$ cat src/hdl/cbs_pkg.sv
package cbs_pkg;

    localparam int COORD_W = 32;
    localparam int OFF_W   = 31;
    localparam int IDX_W   = 6;
    localparam int Q_BITS  = 32;
    localparam int QUEUE_DEPTH = 2;

    localparam logic [OFF_W-1:0] LEAD_OFFSET_RST = 31'd32768;

    typedef logic signed [COORD_W-1:0] t_coord;

    // Four control points P0..P3 of one segment, index i holds Pi
    typedef struct packed {
        t_coord [3:0] x;
        t_coord [3:0] y;
    } t_window;

    typedef struct packed {
        logic [IDX_W-1:0] idx;
        logic             last;
    } t_tag;

    typedef struct packed {
        t_coord x;
        t_coord y;
        t_tag   tag;
    } t_sample;

    // Divisor of the rounded blend: 2 * 6 * S^3
    function automatic longint cbs_divisor(input longint s);
        return 64'sd12 * s * s * s;
    endfunction

    // Width of the offset numerator that feeds the divider
    function automatic int cbs_num_w(input longint s);
        return Q_BITS + $clog2(cbs_divisor(s));
    endfunction

    function automatic int cbs_weight_w(input longint s);
        return $clog2(64'sd4 * s * s * s + 64'sd1);
    endfunction

    // Integer basis weight k at sample u, scaled by 6 S^3
    function automatic longint cbs_weight(input int k, input longint u, input longint s);
        longint r;
        r = s - u;
        unique case (k)
            0:       return r * r * r;
            1:       return 3 * u * u * u - 6 * u * u * s + 4 * s * s * s;
            2:       return -3 * u * u * u + 3 * u * u * s + 3 * u * s * s + s * s * s;
            default: return u * u * u;
        endcase
    endfunction

endpackage

$ cat src/hdl/cbs_front.sv
module cbs_front (
    input  logic                          i_clk,
    input  logic                          i_rst_n,
    input  logic                          i_cfg_we,
    input  logic [cbs_pkg::OFF_W-1:0]     i_cfg_wdata,
    input  logic                          i_push,
    input  cbs_pkg::t_coord               i_point_x,
    input  cbs_pkg::t_coord               i_point_y,
    input  logic                          i_curve_start,
    input  logic                          i_q_full,
    output logic                          o_q_push,
    output cbs_pkg::t_window              o_q_win
);

    import cbs_pkg::*;

    logic [OFF_W-1:0]     r_off;
    logic                 r_seen;
    t_coord               r_wx [3];
    t_coord               r_wy [3];
    logic                 accept, load;
    logic signed [COORD_W:0] lo_w, hi_w;
    t_coord               lo_sat, hi_sat;

    function automatic t_coord sat33(input logic signed [COORD_W:0] v);
        if (v[COORD_W] != v[COORD_W-1]) begin
            return v[COORD_W] ? {1'b1, {(COORD_W-1){1'b0}}} : {1'b0, {(COORD_W-1){1'b1}}};
        end
        return v[COORD_W-1:0];
    endfunction

    assign accept = i_push && !i_q_full;
    // first point of a curve, or the first point after reset
    assign load   = i_curve_start || !r_seen;

    always_comb begin
        lo_w   = $signed({i_point_x[COORD_W-1], i_point_x}) - $signed({2'b00, r_off});
        hi_w   = $signed({i_point_x[COORD_W-1], i_point_x}) + $signed({2'b00, r_off});
        lo_sat = sat33(lo_w);
        hi_sat = sat33(hi_w);
    end

    assign o_q_push = accept && !load;

    always_comb begin
        o_q_win.x[0] = r_wx[0];
        o_q_win.x[1] = r_wx[1];
        o_q_win.x[2] = r_wx[2];
        o_q_win.x[3] = i_point_x;
        o_q_win.y[0] = r_wy[0];
        o_q_win.y[1] = r_wy[1];
        o_q_win.y[2] = r_wy[2];
        o_q_win.y[3] = i_point_y;
    end

    always_ff @(posedge i_clk) begin
        if (!i_rst_n) begin
            r_off  <= LEAD_OFFSET_RST;
            r_seen <= 1'b0;
        end else begin
            if (i_cfg_we) begin
                r_off <= i_cfg_wdata;
            end
            if (accept) begin
                r_seen <= 1'b1;
            end
        end
    end

    always_ff @(posedge i_clk) begin
        if (accept) begin
            if (load) begin
                r_wx[0] <= lo_sat;
                r_wx[1] <= hi_sat;
                r_wx[2] <= i_point_x;
                r_wy[0] <= i_point_y;
                r_wy[1] <= i_point_y;
                r_wy[2] <= i_point_y;
            end else begin
                r_wx[0] <= r_wx[1];
                r_wx[1] <= r_wx[2];
                r_wx[2] <= i_point_x;
                r_wy[0] <= r_wy[1];
                r_wy[1] <= r_wy[2];
                r_wy[2] <= i_point_y;
            end
        end
    end

endmodule

$ cat config.mk
export PLATFORM = sky130hd
export DESIGN_NAME = cbs_front
export DESIGN_NICKNAME = d
export VERILOG_FILES = /design/src/hdl/cbs_pkg.sv /design/src/hdl/cbs_front.sv
export SDC_FILE = /design/constraint.sdc
export NUM_CORES = 1
export LEC_CHECK = 0
export BUFFER_PORTS_ARGS = -buffer_cell sky130_fd_sc_hd__buf_2
export CAP_MARGIN = 20
export CORE_MARGIN = 2
export CORE_UTILIZATION = 40
export CTS_CLUSTER_SIZE = 8
export DETAILED_ROUTE_END_ITERATION = 16
export GPL_TIMING_DRIVEN = 0
export PLACE_DENSITY = 0.69
export SYNTH_ARGS = -nofsm -noshare
export SYNTH_HDL_FRONTEND = slang
export SYNTH_SLANG_ARGS = --single-unit
$ cat constraint.sdc
create_clock -name i_clk -period 16.1 [get_ports i_clk]
set_input_delay 1.61 -clock i_clk [delete_from_list [all_inputs] [get_ports i_clk]]
set_output_delay 1.61 -clock i_clk [all_outputs]
set_load 0.03 [all_outputs]
==> results.cfg <==
[hold_path]
hold_depth = 1
hold_start = r_seen
hold_path_class = reg -> reg

[synth]
syn_area_per_cell_um2 = 10.1
synth_area_um2 = 12800
synth_edf_count = 192
synth_top_cell_area_share_pct = 45.2
yosys.area.top_type = edfxtp_1
yosysSeqAreaShare_pct = 50.2
ys_ff_latch = 224
synth_ff_type = edfxtp_1
syn_inst = 1263
syn-num-nets = 1430
yosys_warnings = 0
ys_types = 77
yosys-top-cells-area = edfxtp_1 (45%), nand2_1 (6.3%), ha_1 (6.3%), dfxtp_1 (5.0%), buf_4 (3.9%)
synthArstFlopShare_pct = 0

[sta]
fmax_mhz = 165
post-route-period-util_pct = 37.7
slew_violations = 0
finalCriticalPeriod_ps = 6070
tns_ps = 0
slew_headroom_pct = 27.1
worst_slew_pin_slew_ps = 1090
whs_ps = 467
rsz0062_at_grt = false
final-hold-violation-count = 0
finalSetupViolations = 0
fin_worst_skew_ps = 20.7

[clock_network]
clock-root-buffer = clkbuf_16
cts-resized-gates = 0
cts_tree = done
numCtsBuffers = 34
hold_buffers = 0
cts_buffer_depth = 3
h-tree-depth = 2
clock_latency_ps = 510
cts_sinks = 224
path_clk_slew_ps = 50
cts_setup_buffers = 0

[power]
ir_drop_v = 0.0000634
p_total_mw = 1.81
power_density_nw_per_um2 = 112
p_leak_nw = 6.94

[floorplanning]
initial_core_util_pct = 40.6
die_x_um = 183
rows = 65
die_h_um = 183
boundaryPins = 358
dieArea_um2 = 33400
core_um2 = 31500

[worst_setup_path]
crit_buf_inv = 6
cp_slowest_stage_delay_ps = 660
rr_worst_depth = 16
critPathSlowestCell = nor2b_4
cp-start-kind = input pin
endpoint_kind = primary output
critPathKind = in -> out
cp.arrival_ps = 4460
cp-startpoint = i_q_full
crit_cells = 8
crit-reg2reg-launch = r_off[1]
critPathTopFamily = buffers and inverters
crit_required_ps = 14490
crit_fanout = 30
crit_chain = buf_2, nor2b_4, buf_12, buf_12, nand3b_1, inv_2, clkbuf_1, buf_2
regToRegSetupSlack_ps = 10960

[layout]
area_growth_pct = 26.8
drive_gt1_share_pct = 30.2
final_area_um2 = 16200
final_util_pct = 51.4
finalNetCount = 1828
diodes = 0

[global_routing]
antenna_found_initial = 0
grt_pass1_vias = 10569
grt_start_max_net_pins = 37
grt-ovfl-total = 0
grt_first_pass_wirelength_um = 61400
track_usage_pct = 24.0

[detailed_routing]
dr.pass1.iters = 5
vias_per_cell = 5.19
routed-wl-met2_um = 19400
drt-total-wl_um = 41400
drc = 0
drt_iter0_drc = 684
met3WireLength_um = 2560
top_layer_used = met4
wire_per_inst_um = 19.8
wl_met1_um = 18100
ant_nets = 0
vias = 10822

[place]
dp_hpwl_um = 31900
portBuffers = 356
placed_cell_area_um2 = 15200
gp_congestion = 0.928

[flow_run]
cap_viol_max_count = 0

[run_status]
status = complete, no violations
==> synth_stat cells, types with 8 or more instances <==
cell        n
clkbuf_1   39
a21o_1      8
xor2_1      9
ha_1       64
nand2_1   214
nor3_1     15
xnor2_1    41
nor2b_1    42
o21a_1     17
buf_4      66
a21oi_1    75
or3_1       9
dfxtp_1    32
o211ai_1   18
nor4_1      9
o31ai_1    11
nor2_1     96
o21ai_0    28
mux2i_1    32
nand2b_1   16
inv_1      61
nand3_1     8
buf_2      13
a31oi_1    41
edfxtp_1  192
a211oi_1    9
==> per-stage QoR <==
stage | cells | setup WS, ps
global route | 2087 | 9840
floorplan | 1263 | 2020
detailed placement | 2027 | 9680
finish | 2087 | 10030
CTS | 2087 | 9950
global placement | 2021 | -5400
==> report_power, final <==
part / internal (mW) / switching [mW] / total (mW)
Sequential: 0.686 / 0.0208 / 0.707
Clock: 0.416 / 0.254 / 0.670
Combinational: 0.151 / 0.286 / 0.437
==> cells in the final DEF (no fill, tap or decap), types with 6 or more instances in the layout <==
cell type / count
o21a_1: 17
a211oi_1: 9
a31oi_1: 41
ha_1: 64
nand2b_1: 16
inv_1: 61
o21ai_0: 28
nand2_1: 214
nor2b_1: 41
clkbuf_1: 60
o211ai_1: 18
edfxtp_1: 192
buf_4: 66
buf_2: 369
buf_12: 6
xor2_1: 9
nor3_1: 15
nand3_1: 8
buf_1: 6
clkbuf_16: 35
or3_1: 9
nor4_1: 9
a21o_1: 8
xnor2_1: 41
nor2_1: 96
and3_1: 6
o31ai_1: 11
dfxtp_1: 32
a21oi_1: 75
mux2i_1: 32
==> state kept, by name (all words and copies together), names as in the netlist <==
register  count
r_seen        1
r_wy         96
r_off        31
r_wx         96
==> cell type report <==
class                           instances  area [um2]
Multi-Input combinational cell        847        5360
Tap cell                              402         503
Clock buffer                           59         996
Buffer                                128         774
Clock inverter                          1        8.76
Timing Repair Buffer                  362        1900
Fill cell                            2941       15300
Inverter                               64         240
Sequential cell                       224        6410
==> routing by layer <==
layer	track usage [%]	vias to the layer above
met5	0	-
met4	8.29	0
met3	3.83	76
met2	40.0	413
met1	31.7	5119
li1	-	5214
==> worst paths after layout <==
check / endpoint
setup / recovery: o_q_push
hold / removal: r_seen
setup reg to reg: r_wx[0][23]
hold reg to reg: r_seen
==> logic make-up after synthesis <==
| family | after synthesis | share of synthesized area, % |
|---|---|---|
| mux | 32 | 2.51 |
| xor+xnor | 50 | 3.43 |
| fa+ha+maj | 67 | 6.67 |
| simple gates | 439 | 15.4 |
| flops | 224 | 50.2 |
| compound gates | 259 | 13.8 |
| buf+inv | 192 | 7.95 |
Power figures use the tool's default switching activity.
