`config.mk`:
```
export PLATFORM = sky130hd
export DESIGN_NAME = cbs_div
export DESIGN_NICKNAME = d
export VERILOG_FILES = /design/src/hdl/cbs_pkg.sv /design/src/hdl/cbs_div.sv
export SDC_FILE = /design/constraint.sdc
export NUM_CORES = 2
export LEC_CHECK = 0
export ABC_AREA = 1
export BUFFER_PORTS_ARGS = -buffer_cell sky130_fd_sc_hd__buf_2
export CAP_MARGIN = 20
export CORE_MARGIN = 2
export CORE_UTILIZATION = 30
export CTS_BUF_LIST = sky130_fd_sc_hd__clkbuf_8 sky130_fd_sc_hd__clkbuf_16
export DETAILED_ROUTE_END_ITERATION = 10
export PLACE_DENSITY = 0.55
export SLEW_MARGIN = 10
export SYNTH_ARGS = -nofsm -noshare
export SYNTH_HDL_FRONTEND = slang
export SYNTH_SLANG_ARGS = --single-unit
```
`constraint.sdc`:
```
create_clock -name i_clk -period 8.2 [get_ports i_clk]
set_input_delay 1.64 -clock i_clk [delete_from_list [all_inputs] [get_ports i_clk]]
set_output_delay 1.64 -clock i_clk [all_outputs]
set_load 0.1 [all_outputs]
```
`src/hdl/cbs_pkg.sv`:
```
package cbs_pkg;

    localparam int COORD_W = 32;
    localparam int OFF_W   = 31;
    localparam int IDX_W   = 6;
    localparam int Q_BITS  = 32;
    localparam int QUEUE_DEPTH = 2;

    localparam logic [OFF_W-1:0] LEAD_OFFSET_RST = 31'd32768;

    typedef logic signed [COORD_W-1:0] t_coord;

    // Four control points P0..P3 of one segment, index i holds Pi
    typedef struct packed {
        t_coord [3:0] x;
        t_coord [3:0] y;
    } t_window;

    typedef struct packed {
        logic [IDX_W-1:0] idx;
        logic             last;
    } t_tag;

    typedef struct packed {
        t_coord x;
        t_coord y;
        t_tag   tag;
    } t_sample;

    // Divisor of the rounded blend: 2 * 6 * S^3
    function automatic longint cbs_divisor(input longint s);
        return 64'sd12 * s * s * s;
    endfunction

    // Width of the offset numerator that feeds the divider
    function automatic int cbs_num_w(input longint s);
        return Q_BITS + $clog2(cbs_divisor(s));
    endfunction

    function automatic int cbs_weight_w(input longint s);
        return $clog2(64'sd4 * s * s * s + 64'sd1);
    endfunction

    // Integer basis weight k at sample u, scaled by 6 S^3
    function automatic longint cbs_weight(input int k, input longint u, input longint s);
        longint r;
        r = s - u;
        unique case (k)
            0:       return r * r * r;
            1:       return 3 * u * u * u - 6 * u * u * s + 4 * s * s * s;
            2:       return -3 * u * u * u + 3 * u * u * s + 3 * u * s * s + s * s * s;
            default: return u * u * u;
        endcase
    endfunction

endpackage

```
`src/hdl/cbs_div.sv`:
```
module cbs_div #(
    parameter int SAMPLES = 64
) (
    input  logic                                   i_clk,
    input  logic                                   i_rst_n,
    input  logic                                   i_en,
    input  logic                                   i_valid,
    input  logic [cbs_pkg::cbs_num_w(SAMPLES)-1:0] i_num_x,
    input  logic [cbs_pkg::cbs_num_w(SAMPLES)-1:0] i_num_y,
    input  cbs_pkg::t_tag                          i_tag,
    output logic                                   o_valid,
    output cbs_pkg::t_coord                        o_x,
    output cbs_pkg::t_coord                        o_y,
    output cbs_pkg::t_tag                          o_tag
);

    import cbs_pkg::*;

    localparam int     NW    = cbs_num_w(SAMPLES);
    localparam longint M     = cbs_divisor(SAMPLES);
    localparam int     LM    = NW - Q_BITS;
    localparam int     SH    = LM - 1;
    localparam int     PRW   = 2 * Q_BITS + 1;
    localparam int     RW    = LM + 2;
    // reciprocal of the divisor, scaled so that it lands in [2^31, 2^32)
    localparam longint RECIP = (64'sd1 <<< (SH + Q_BITS)) / M;

    logic [PRW-1:0]    prod_x, prod_y;
    logic [NW-1:0]     qm_x, qm_y;
    logic [NW-1:0]     diff_x, diff_y;
    logic [1:0]        corr_x, corr_y;

    logic              r_v1, r_v2, r_v3;
    t_tag              r_t1, r_t2, r_t3;
    logic [NW-1:0]     r_n1x, r_n1y;
    logic [Q_BITS-1:0] r_e1x, r_e1y, r_e2x, r_e2y;
    logic [RW-1:0]     r_r2x, r_r2y;
    logic [Q_BITS-1:0] r_qx, r_qy;

    // the estimate is at most three below the quotient
    function automatic logic [1:0] fixup(input logic [RW-1:0] rem);
        logic [1:0] c;
        c = 2'd0;
        if (rem >= RW'(M)) begin
            c = 2'd1;
        end
        if (rem >= RW'(2 * M)) begin
            c = 2'd2;
        end
        if (rem >= RW'(3 * M)) begin
            c = 2'd3;
        end
        return c;
    endfunction

    always_comb begin
        prod_x = PRW'(i_num_x[NW-1:SH]) * PRW'(RECIP);
        prod_y = PRW'(i_num_y[NW-1:SH]) * PRW'(RECIP);
        qm_x   = NW'(r_e1x) * NW'(M);
        qm_y   = NW'(r_e1y) * NW'(M);
        diff_x = r_n1x - qm_x;
        diff_y = r_n1y - qm_y;
        corr_x = fixup(r_r2x);
        corr_y = fixup(r_r2y);
    end

    always_ff @(posedge i_clk) begin
        if (!i_rst_n) begin
            r_v1 <= 1'b0;
            r_v2 <= 1'b0;
            r_v3 <= 1'b0;
        end else if (i_en) begin
            r_v1 <= i_valid;
            r_v2 <= r_v1;
            r_v3 <= r_v2;
        end
    end

    always_ff @(posedge i_clk) begin
        if (i_en) begin
            r_e1x <= Q_BITS'(prod_x >> Q_BITS);
            r_e1y <= Q_BITS'(prod_y >> Q_BITS);
            r_n1x <= i_num_x;
            r_n1y <= i_num_y;
            r_t1  <= i_tag;
            r_e2x <= r_e1x;
            r_e2y <= r_e1y;
            r_r2x <= RW'(diff_x);
            r_r2y <= RW'(diff_y);
            r_t2  <= r_t1;
            r_qx  <= r_e2x + Q_BITS'(corr_x);
            r_qy  <= r_e2y + Q_BITS'(corr_y);
            r_t3  <= r_t2;
        end
    end

    // remove the 2^31 bias
    assign o_valid = r_v3;
    assign o_x     = {~r_qx[Q_BITS-1], r_qx[Q_BITS-2:0]};
    assign o_y     = {~r_qy[Q_BITS-1], r_qy[Q_BITS-2:0]};
    assign o_tag   = r_t3;

endmodule

```
==> impl_metrics.json <==
{
  "drive_gt1_share_pct": 7.32,
  "cts-root-buf": "clkbuf_16",
  "clockBufferDepth": 3,
  "critPathMaxFanout": 5,
  "post-route-period-util_pct": 93.5,
  "post-cts-setup-buffers": 0,
  "layout_common_cells": "1460 x inv_1, 1062 x nand2_1, 705 x ha_1",
  "hp-class": "reg2reg",
  "die_h_um": 390,
  "drcViolationCount": 0,
  "grt_use_total_pct": 18.4,
  "dpl_cell_area_mm2": 0.0486,
  "reg2regPathDepth": 12,
  "hold_ws_ps": 412,
  "clkLatencyLatePin_ps": 530,
  "tightest_slew_ps": 908,
  "synth.area.top_cells": "fa_1 31%, ha_1 20%, edfxtp_1 15%",
  "required_ps": 8520,
  "synth.avg_cell_area_um2": 8.77,
  "syn_inst": 5106,
  "synth.distinct_cells": 42,
  "drtIter0Drc": 2093,
  "grt_max_degree": 104,
  "die-area_mm2": 0.152,
  "yosysTopAreaCell": "fa_1",
  "gp_congestion": 0.962,
  "firstDrtPassIters": 5,
  "ys_warn_count": 0,
  "die_x_um": 390,
  "critPathCaptureType": "flop",
  "h-tree-depth": 1,
  "r2r-end": "r_qy[28]",
  "place_inst": 7273,
  "start_kind": "input port",
  "dr_total_vias": 32539,
  "clk_pin_slew_ps": 60,
  "ios": 191,
  "min_period_ps": 7660,
  "start_util_pct": 30.3,
  "stdcell_count": 7323,
  "cp_slowest_cell": "fa_1",
  "routed_wl_um": 137000,
  "setup_viol": 0,
  "r2r_setup_slack_ps": 5730,
  "final_hold_viol_count": 0,
  "r2r-start": "r_r2y[22]",
  "postRouteAntennaNets": 0,
  "portBuffers": 150,
  "antenna_found_initial": 7,
  "grt_pass1_vias": 34824,
  "clock_sinks": 232,
  "holdBufCountCts": 0,
  "ys_seq_area_share_pct": 15.5,
  "tns_ps": 0,
  "finalMaxSlewViolations": 0,
  "critical_path.max_stage_delay_ps": 610,
  "antennaDiodeCount": 0,
  "rsz0062_at_grt": "no",
  "fin_nets": 6895,
  "max_slew_margin_pct": 39.4,
  "max_freq_mhz": 130,
  "avgRoutedWirePerCell_um": 18.7,
  "gr-total-overflow": 0,
  "syn-cell-area_mm2": 0.0448,
  "hold_depth": 0,
  "cts_tree": "done",
  "synthesis.nets": 6629,
  "cap_violations": 0,
  "grt_pass1_wl_um": 210000,
  "final_area_mm2": 0.0495,
  "ys_ff_latch": 232,
  "fp.coreArea_mm2": 0.148,
  "hp-start": "r_e1x[9]",
  "synth.top_cell.area_share_pct": 31.2,
  "hpwl_um": 126000,
  "hold_end": "r_e2x[9]",
  "outcome": "finished clean",
  "cts_buffers": 27,
  "syn_to_final_growth_pct": 10.5,
  "finClkSkew_ps": 11.5,
  "worstPathArrival_ps": 7990,
  "ctsResizeCount": 0,
  "viasPerCell": 4.44,
  "final_common_cell": "inv_1",
  "path_class": "in2reg",
  "num_rows": 141
}
## sequential cells by signal, indices dropped and copies added, names as in the netlist
| signal | cells |
|---|---|
| r_e1x | 32 |
| r_e1y | 32 |
| r_e2x | 32 |
| r_e2y | 32 |
| r_qx | 32 |
| r_qy | 32 |
| o_tag | 7 |
| r_t1 | 7 |
| r_t2 | 7 |
| r_n1x | 4 |
| r_n1y | 4 |
| r_r2x | 4 |
| r_r2y | 4 |
| o_valid | 1 |
| r_v1 | 1 |
| r_v2 | 1 |
## cells in the mapped netlist, drive strengths merged
master / number
nand3: 131
o31ai: 2
nor4: 11
nand4: 29
nand2: 1069
buf: 62
o21ai: 49
xor2: 90
clkinv: 1
o21a: 2
nor2: 247
clkbuf: 5
a21boi: 2
o21bai: 21
a21oi: 128
nor3: 46
fa: 699
dfxtp: 3
xnor2: 64
a31oi: 1
edfxtp: 229
a21o: 27
mux2i: 2
nand3b: 5
and2: 2
inv: 1464
or2: 10
ha: 705
## stage by stage
stage | worst slack (ps) | utilization (%)
2_1_floorplan | 943 | -
3_3_place_gp | 105 | 32.9
3_5_place_dp | 88.1 | 32.9
4_1_cts | 643 | 33.4
5_1_grt | 143 | 33.4
6_report | 537 | 33.4
## how the worst max path moves through the flow
stage | from | to | slack (ps) | depth (start not counted)
floorplan | i_num_y[26] | r_e1y[17] | 940 | 26
global placement | i_num_x[31] | r_e1x[26] | 110 | 28
detailed placement | i_num_x[31] | r_e1x[17] | 90 | 26
CTS | i_num_x[31] | r_e1x[26] | 640 | 28
global route | i_num_x[33] | r_e1x[25] | 140 | 26
finish | i_num_x[31] | r_e1x[7] | 540 | 27
## worst max-delay path: cells and delay by family
kind | cells | cell delay [ps]
fa+ha+maj | 9 | 3690
buf+inv | 7 | 830
xor+xnor | 3 | 820
simple gates | 7 | 820
compound gates | 1 | 170
## logic make-up after synthesis
kind of cell	count (synthesis)	share of synthesized area (%)
simple gates	1550	14.2
buf+inv	1532	13.4
fa+ha+maj	1404	50.9
compound gates	232	2.92
flops	232	15.5
xor+xnor	154	3.01
mux	2	0.0447
## per-layer routing
metal  track usage, %  part of all wire (%)  wire (um)  vias up
met5                0                0.0095         13        -
met4             3.78                   2.5       3360        2
met3             1.39                   3.9       5360      140
met2             31.7                    47      64900      719
met1             25.1                    46      63300    15844
li1                 -                     -          -    15834
## area by class of cell
cell class / instances / area [um2]
fill: 15530 / 98500
timing repair buffer: 304 / 1920
multi-input combinational: 3342 / 31900
sequential: 232 / 6940
inverter: 1465 / 5500
clock inverter: 23 / 194
tap: 1930 / 2410
clock buffer: 27 / 676
Power is left out: the tool's default activity adds up to more than one toggle a clock period on the data nets, which glitch-free logic cannot reach.
