`src/hdl/cbs_fifo.sv`:
```
module cbs_fifo #(
    parameter int W     = 8,
    parameter int DEPTH = 2
) (
    input  logic         i_clk,
    input  logic         i_rst_n,
    input  logic         i_push,
    input  logic [W-1:0] i_data,
    output logic         o_full,
    input  logic         i_pop,
    output logic [W-1:0] o_data,
    output logic         o_empty
);

    localparam int PTR_W = (DEPTH > 1) ? $clog2(DEPTH) : 1;
    localparam int CNT_W = $clog2(DEPTH + 1);

    logic [W-1:0]     r_mem [DEPTH];
    logic [PTR_W-1:0] r_wr, r_rd;
    logic [CNT_W-1:0] r_cnt;
    logic             do_push, do_pop;

    assign o_full  = (r_cnt == CNT_W'(DEPTH));
    assign o_empty = (r_cnt == '0);
    assign do_push = i_push && !o_full;
    assign do_pop  = i_pop && !o_empty;
    assign o_data  = r_mem[r_rd];

    always_ff @(posedge i_clk) begin
        if (do_push) begin
            r_mem[r_wr] <= i_data;
        end
    end

    always_ff @(posedge i_clk) begin
        if (!i_rst_n) begin
            r_wr  <= '0;
            r_rd  <= '0;
            r_cnt <= '0;
        end else begin
            if (do_push) begin
                r_wr <= (r_wr == PTR_W'(DEPTH - 1)) ? '0 : PTR_W'(r_wr + 1'b1);
            end
            if (do_pop) begin
                r_rd <= (r_rd == PTR_W'(DEPTH - 1)) ? '0 : PTR_W'(r_rd + 1'b1);
            end
            if (do_push && !do_pop) begin
                r_cnt <= CNT_W'(r_cnt + 1'b1);
            end else if (do_pop && !do_push) begin
                r_cnt <= CNT_W'(r_cnt - 1'b1);
            end
        end
    end

endmodule

```
`config.mk`:
```
export PLATFORM = sky130hd
export DESIGN_NAME = cbs_fifo
export DESIGN_NICKNAME = d
export VERILOG_FILES = /design/src/hdl/cbs_fifo.sv
export SDC_FILE = /design/constraint.sdc
export NUM_CORES = 1
export LEC_CHECK = 0
export ABC_AREA = 1
export BUFFER_PORTS_ARGS = -buffer_cell sky130_fd_sc_hd__buf_2
export CAP_MARGIN = 20
export CORE_MARGIN = 1.5
export CORE_UTILIZATION = 35
export DETAILED_ROUTE_END_ITERATION = 10
export SYNTH_ARGS = -nofsm -noshare
export SYNTH_HDL_FRONTEND = slang
export SYNTH_SLANG_ARGS = --single-unit
```
`constraint.sdc`:
```
create_clock -name i_clk -period 1.7 [get_ports i_clk]
set_input_delay 0.085 -clock i_clk [delete_from_list [all_inputs] [get_ports i_clk]]
set_output_delay 0.085 -clock i_clk [all_outputs]
set_load 0.005 [all_outputs]
```
==> results of run 1 <==
==> power breakdown <==
part           internal [mW]  switching, mW
registers              0.655         0.0636
clock network         0.0909          0.124
logic                  0.205          0.207
total                  0.951          0.395
==> sequential cells by signal, indices dropped and copies added, names as in the netlist, named ones only <==
register and flops:
r_cnt 2, r_rd 1, r_wr 1, r_mem 16
==> synthesized netlist by cell type <==
cell type  count  area (µm²)
o21ai_0        2        10.0
buf_2          1        5.00
nand2_1        6        22.5
ha_1           1        12.5
nor2_1        10        37.5
inv_1          8        30.0
nand3_1        1        5.00
nor2_2         1        6.26
edfxtp_1      16         480
o21ai_2        1        8.76
a21oi_1        1        5.00
mux2_2         8        90.1
inv_2          1        3.75
nand4_1        1        6.26
dfxtp_1        5         100
==> metrics by stage <==
step	worst slack, ns	total power, mW
finish	0.263	1.35
global route	0.128	1.46
CTS	0.236	1.36
detailed placement	0.298	1.13
global placement	0.347	1.11
floorplan	0.406	0.976
==> how the worst max path moves through the flow <==
| stage | start | end | slack (ns) | cells after the start |
|---|---|---|---|---|
| finish | r_cnt[1] | r_cnt[1] | 0.26 | 9 |
| global route | r_cnt[1] | r_cnt[1] | 0.13 | 9 |
| CTS | flip-flop | o_data[1] | 0.24 | 2 |
| detailed placement | r_cnt[1] | r_cnt[1] | 0.30 | 9 |
| global placement | r_cnt[1] | r_cnt[1] | 0.35 | 9 |
| floorplan | r_cnt[0] | r_cnt[1] | 0.41 | 9 |
==> worst register-to-register path, cell delays in order (launching register included) <==
cell and delay, ns:
dfxtp_1 0.38, inv_1 0.10, o21ai_2 0.18, inv_1 0.08, ha_1 0.31, inv_1 0.09, nand3_1 0.08, nand2_1 0.06
inv_1 0.03, nor2_1 0.08
==> cells by family after synthesis <==
group,after synthesis
muxes,8
DFF,21
AOI/OAI and AO/OA,4
adders and majority gates,1
buffers and inverters,10
and+or+nand+nor,19
==> routing by layer <==
metal | routed length (µm) | global-route usage [%] | vias up
met2 | 677 | 20.9 | 14
li1 | - | - | 279
met1 | 568 | 13.3 | 234
met4 | 11 | 3.95 | 0
met3 | 78 | 2.30 | 2
met5 | 0 | 0 | -
==> layout make-up <==
type | instances | area share (%)
multi-input cells | 32 | 18.9
repair buffers | 31 | 18.5
well taps | 28 | 3.24
flip-flops and latches | 21 | 53.8
inverters | 9 | 3.13
clock buffers | 4 | 2.43
==> placed cells by master, fill, tap and decap left out <==
cell type      instances
dlygate4sd3_1          8
nor2_1                10
buf_2                 21
inv_2                  1
a21oi_1                1
buf_4                  2
mux2_2                 8
nor2_2                 1
clkbuf_4               3
clkbuf_1               1
ha_1                   1
inv_1                  8
o21ai_2                1
o21ai_0                2
nand4_1                1
dfxtp_1                5
nand3_1                1
nand2_1                6
edfxtp_1              16
==> results.md, run 1 <==
* Slew headroom at between 70% and 80%
* Worst Hold Class: primary input to flip-flop
* Clock sink total at 21
* Crit path top cell by count: inv_1
* Clk_skew at 0.00474 ns
* Critical Path Fanout Max at 4
* Adder-Cell Fraction of Synth Area at 1.52%
* Die H at between 50 and 60 µm
* Syn_area_per_cell at between 10 and 15 µm²
* Port Buf Inserts at 21
* R2R depth at 9
* Post-synthesis simple-gate area fraction at a little under a tenth
* Hold Fails Final Rpt at 0
* DP HPWL at 951 µm
* Hold Crit Start: i_rst_n
* Worst-case clock buffer depth at 2
* Post-Syn Area at between 800 and 900 µm²
* FF+latch area at just under 600 µm²
* Layout cells sized above 1 at between 30% and 40%
* CP Launch Type: flip-flop
* Die ar. at between 2000 and 3000 µm²
* Pleak at ~0.45 nW
* Die X at between 50 and 60 µm
* Routed vias at 529
* Clk Latency, worst-skew pair at around 0.28 ns
* Clock-pin slew on the worst setup and hold paths at around 0.10 ns
* Final core utilization at between 40% and 50%
* Largest family of logic cells by synthesized area: multiplexers
* Final GP Congestion at between 0.7 and 0.8
* Total routed wirelength at about 1300 µm
* Yosys reg bits at 21
* Synth cell types at 15
* Xor and xnor area share after synthesis at 0%
* Area after DPL at between 900 and 1000 µm²
* Vias per cell at approximately 4.2
* Slowest stage cell on the critical path: dfxtp_1
* Hold Crit Endpoint: r_cnt[1]
* Min Tclk post-route at 1.44 ns
* Sequential fraction of the synthesis area at a little over two thirds
* Nets at ~110
* Cell row count at 17
* Starting density of the core at a little under two fifths
* CP peak stage delay at about 0.38 ns
* CTS Buf Count at 3
* Fin area at about 1100 µm²
* WP data arrival at approximately 1.7 ns
* Setup Viol. Count Final at 0
* DRT Pass-1 Iters at 4
* Compound-cell area share of the yosys netlist at under 10%
* Buf/Inv on CP at 4
* Worst hold stages at 3
* Initial antenna violation count at 0
* Outcome: finished, final reports clean
* All-Layer GR Usage at a little under an eighth
* Area of the multi-input gates at about 200 µm²
* Max Cap Viol at 0
* Drc violations at 0
* Slew @ Worst Pin at roughly 0.38 ns
* R2r setup slk at roughly 0.26 ns
* 1st-iter DRT viols at 5
* Peak VDD IR at 0.694 mV
* Final hold slack at a little over 0.06 ns
* GR Overflow Total at 0
* Vias in the first global route at 498
* CTS tree: done
* Required time worst endpoint at between 1.5 and 2 ns
* Routed wire per std cell at 10.7 µm
* Setup CP Type: flip-flop to flip-flop
* CTS Hold Bufs at 8
* Total negative slack at 0 ns
* Reg-to-Reg Start: r_cnt[1]
* I/O pins at 22
* Post-CTS Resized at 0
* Mux contribution to synthesized area at about 11%
* CTS root buf: clkbuf_4
* P per Cell Area at ~1200 nW/µm²
* Max Fclk at 696 MHz
* Largest net degree at the start of global routing at 12
* Post-Syn Nets at 76
* Final std cells w/o fill at between 100 and 150
* Unrepaired setup endpoints after global routing: false
* Synthesis-to-layout area growth at 31.2%
* Post-DRT Antenna Nets at 0
* Dpl cells at ~110
* # Post-CTS Setup Buffers at 0
* First-pass GRT wire length at 2150 µm
* Crit-path cells: inv_1 -> o21ai_2 -> inv_1 -> ha_1 -> inv_1 -> nand3_1 -> nand2_1 -> inv_1 -> nor2_1
* Synth Warn # at 0
* # H-tree levels at 1
* Core Region at 2210 µm²
* Max-slew violation count at 0
* Syn Inst Count at 63
* Inserted Diodes at 0
* Reg2reg end: r_cnt[1]
* Crit share post-route at roughly 85%
* CP Capture Type: flip-flop
* CP delay by family, top: flip-flops
* Filler cells at around 210
Note: power is estimated with default switching activity, not from simulation.
==> run 2: changes to the inputs <==
clock period = 1.3 ns   (was 1.7 ns; I/O delays follow)
==> results.md, run 2 (synthesis results as in run 1) <==
* Outcome: finished, final reports clean (unchanged)
* Die ar. at 2650 µm² (unchanged)
* CP Capture Type: output pin (was flip-flop)
* Cell row count at 17 (unchanged)
* Nets at 116 (was 111)
* Worst Hold Class: primary input to flip-flop (unchanged)
* WL met2 at 705 µm (was 677 µm)
* Clk_skew at 0.00132 ns (was 0.00474 ns)
* Critical Path Fanout Max at 8 (was 4)
* I/O pins at 22 (unchanged)
* Min Tclk post-route at around 1.2 ns
* 1st-iter DRT viols at 7 (was 5)
* CTS tree: done (unchanged)
* # H-tree levels at 1 (unchanged)
* Port Buf Inserts at 21 (unchanged)
* Reg-to-Reg Start: r_cnt[1] (unchanged)
* Synthesis-to-layout area growth at 48.8% (was 31.2%)
* Vias in the first global route at 515 (was 498)
* Area after DPL at 996 µm² (was 973 µm²)
* Slew @ Worst Pin at 0.158 ns (was 0.382 ns)
* Slowest stage cell on the critical path: dfxtp_4 (was dfxtp_1)
* Routed wire per std cell at 10.7 µm (about the same)
* Final GP Congestion at 0.741 (was 0.722)
* DRT Pass-1 Iters at 4 (unchanged)
* Vias per cell at 4.33 (was 4.23)
* Crit share post-route at around 96%
* Crit-path cells: mux2_4 -> buf_6 (was inv_1 -> o21ai_2 -> inv_1 -> ha_1 -> inv_1 -> nand3_1 -> nand2_1 -> inv_1 -> nor2_1)
* Hold Crit Start: i_rst_n (unchanged)
* FF+latch area at 587 µm² (was 581 µm²)
* CP peak stage delay at 0.45 ns (was 0.38 ns)
* Post-DRT Antenna Nets at 0 (unchanged)
* Filler cells at 195 (was 214)
* WL met3 at 42 µm (was 78 µm)
* Initial antenna violation count at 0 (unchanged)
* Highest routed layer: met4 (unchanged)
* CTS Buf Count at 3 (unchanged)
* Largest Register: r_mem (unchanged)
* Fin area at 1220 µm² (was 1080 µm²)
* Worst hold stages at 3 (unchanged)
* All-Layer GR Usage at 11.4% (was 11.5%)
* Drc violations at 0 (unchanged)
* Clock sink total at 21 (unchanged)
* Die X at 51.5 µm (unchanged)
* CTS root buf: clkbuf_4 (unchanged)
* Worst-case clock buffer depth at 2 (unchanged)
* Most frequent cells in the layout: edfxtp_1, buf_2, nor2_1 (was buf_2, edfxtp_1, nor2_1)
* Largest net degree at the start of global routing at 13 (was 12)
* Clk Latency, worst-skew pair at 0.29 ns (was 0.28 ns)
* Unrepaired setup endpoints after global routing: true (was false)
* Setup CP Type: flip-flop to output pin (was flip-flop to flip-flop)
* Clock-pin slew on the worst setup and hold paths at 0.11 ns (was 0.10 ns)
* Starting density of the core at 37.2% (unchanged)
* Leading cell type in the layout, fill and taps excluded: edfxtp_1 (was buf_2)
* Pwr Total at 2.08 mW (was 1.35 mW)
* Max-slew violation count at 0 (unchanged)
* WP data arrival at 1.18 ns (was 1.66 ns)
* Routed vias at 563 (was 529)
* R2R depth at 8 (was 9)
* Slew headroom at 89.4% (was 74.5%)
* Total routed wirelength at 1390 µm (was 1340 µm)
* Hold Fails Final Rpt at 0 (unchanged)
* GR Overflow Total at 0 (unchanged)
* Max Cap Viol at 0 (unchanged)
* Die H at 51.5 µm (unchanged)
* Buf/Inv on CP at 1 (was 4)
* CP delay by family, top: flip-flops (unchanged)
* Pleak at 0.525 nW (was 0.452 nW)
* First-pass GRT wire length at 2150 µm (unchanged)
* Core Region at 2210 µm² (unchanged)
* Setup Viol. Count Final at 0 (unchanged)
* Layout cells sized above 1 at 51.0% (was 38.1%)
* Max reg flops at 16 (unchanged)
* P per Cell Area at 1700 nW/µm² (was 1250 nW/µm²)
* Required time worst endpoint at 1.24 ns (was 1.92 ns)
* Top flop regs: r_mem x16, r_cnt x2 (unchanged)
* CP Depth at 2 (was 9)
* DP HPWL at 963 µm (was 951 µm)
* Max Fclk at around 800 MHz
* Wire length on met1 at 624 µm (was 568 µm)
* Area of the multi-input gates at 254 µm² (was 204 µm²)
* Peak VDD IR at 0.920 mV (was 0.694 mV)
* Inserted Diodes at 0 (unchanged)
* CP Launch Type: flip-flop (unchanged)
run 2: cell types whose count changed in the layout (fill, tap and decap cells not counted), sizes merged:
cell    before  now
buf         23   28
clkbuf       4    3
clkinv       0    1
run 2: worst min-delay path: stages:
cell and delay, ns:
buf_2 0.12, nand2_1 0.06, nor2_1 0.04
run 2: repair_timing:
action | in CTS | in global routing
endpoints found under the hold margin | 16 | 0
buffers inserted | 0 | 2
hold buffers | 8 | 0
setup endpoints to repair | 10 | 10
gates resized for setup | 5 | 21
pin swaps | 0 | 7
run 2: worst paths after layout:
kind               end  slack (ns)
max          o_data[2]        0.05
min reg2reg       r_wr        0.52
min           r_cnt[1]        0.03
max reg2reg   r_cnt[1]        0.07
run 2: power by group:
part | leakage (nW) | switching, mW | internal, mW
sequential | 0.192 | 0.0961 | 0.868
clock | 0.0177 | 0.183 | 0.114
combinational | 0.316 | 0.328 | 0.487
run 2: routing by layer:
metal  GRT usage, %  up-vias
li1               -      289
met1           13.8      258
met2           18.6       14
met3           2.59        2
met4           6.58        0
met5              0        -
run 2: stage by stage:
| step | util [%] | TNS, ns | hold WS (ns) | std cells | setup slack, ns |
|---|---|---|---|---|---|
| finish | 55.4 | 0 | 0.0252 | 130 | 0.0542 |
| global route | 55.4 | -0.122 | 0.0114 | 130 | -0.0363 |
| CTS | 50.7 | 0 | 0.0183 | 128 | 0.0157 |
| detailed placement | 45.0 | -0.0401 | 0.262 | 116 | -0.0401 |
| global placement | 45.0 | 0 | 0.254 | 116 | 0.0119 |
| floorplan | - | 0 | 0.164 | 63 | 0.00633 |
run 2: final cells by class:
type,count,share of cell area (%)
Clock buffer,3,1.84
Clock inverter,1,0.409
Inverter,9,2.76
Multi-Input combinational cell,32,20.7
Sequential cell,21,47.9
Tap cell,28,2.86
Timing Repair Buffer,36,23.5
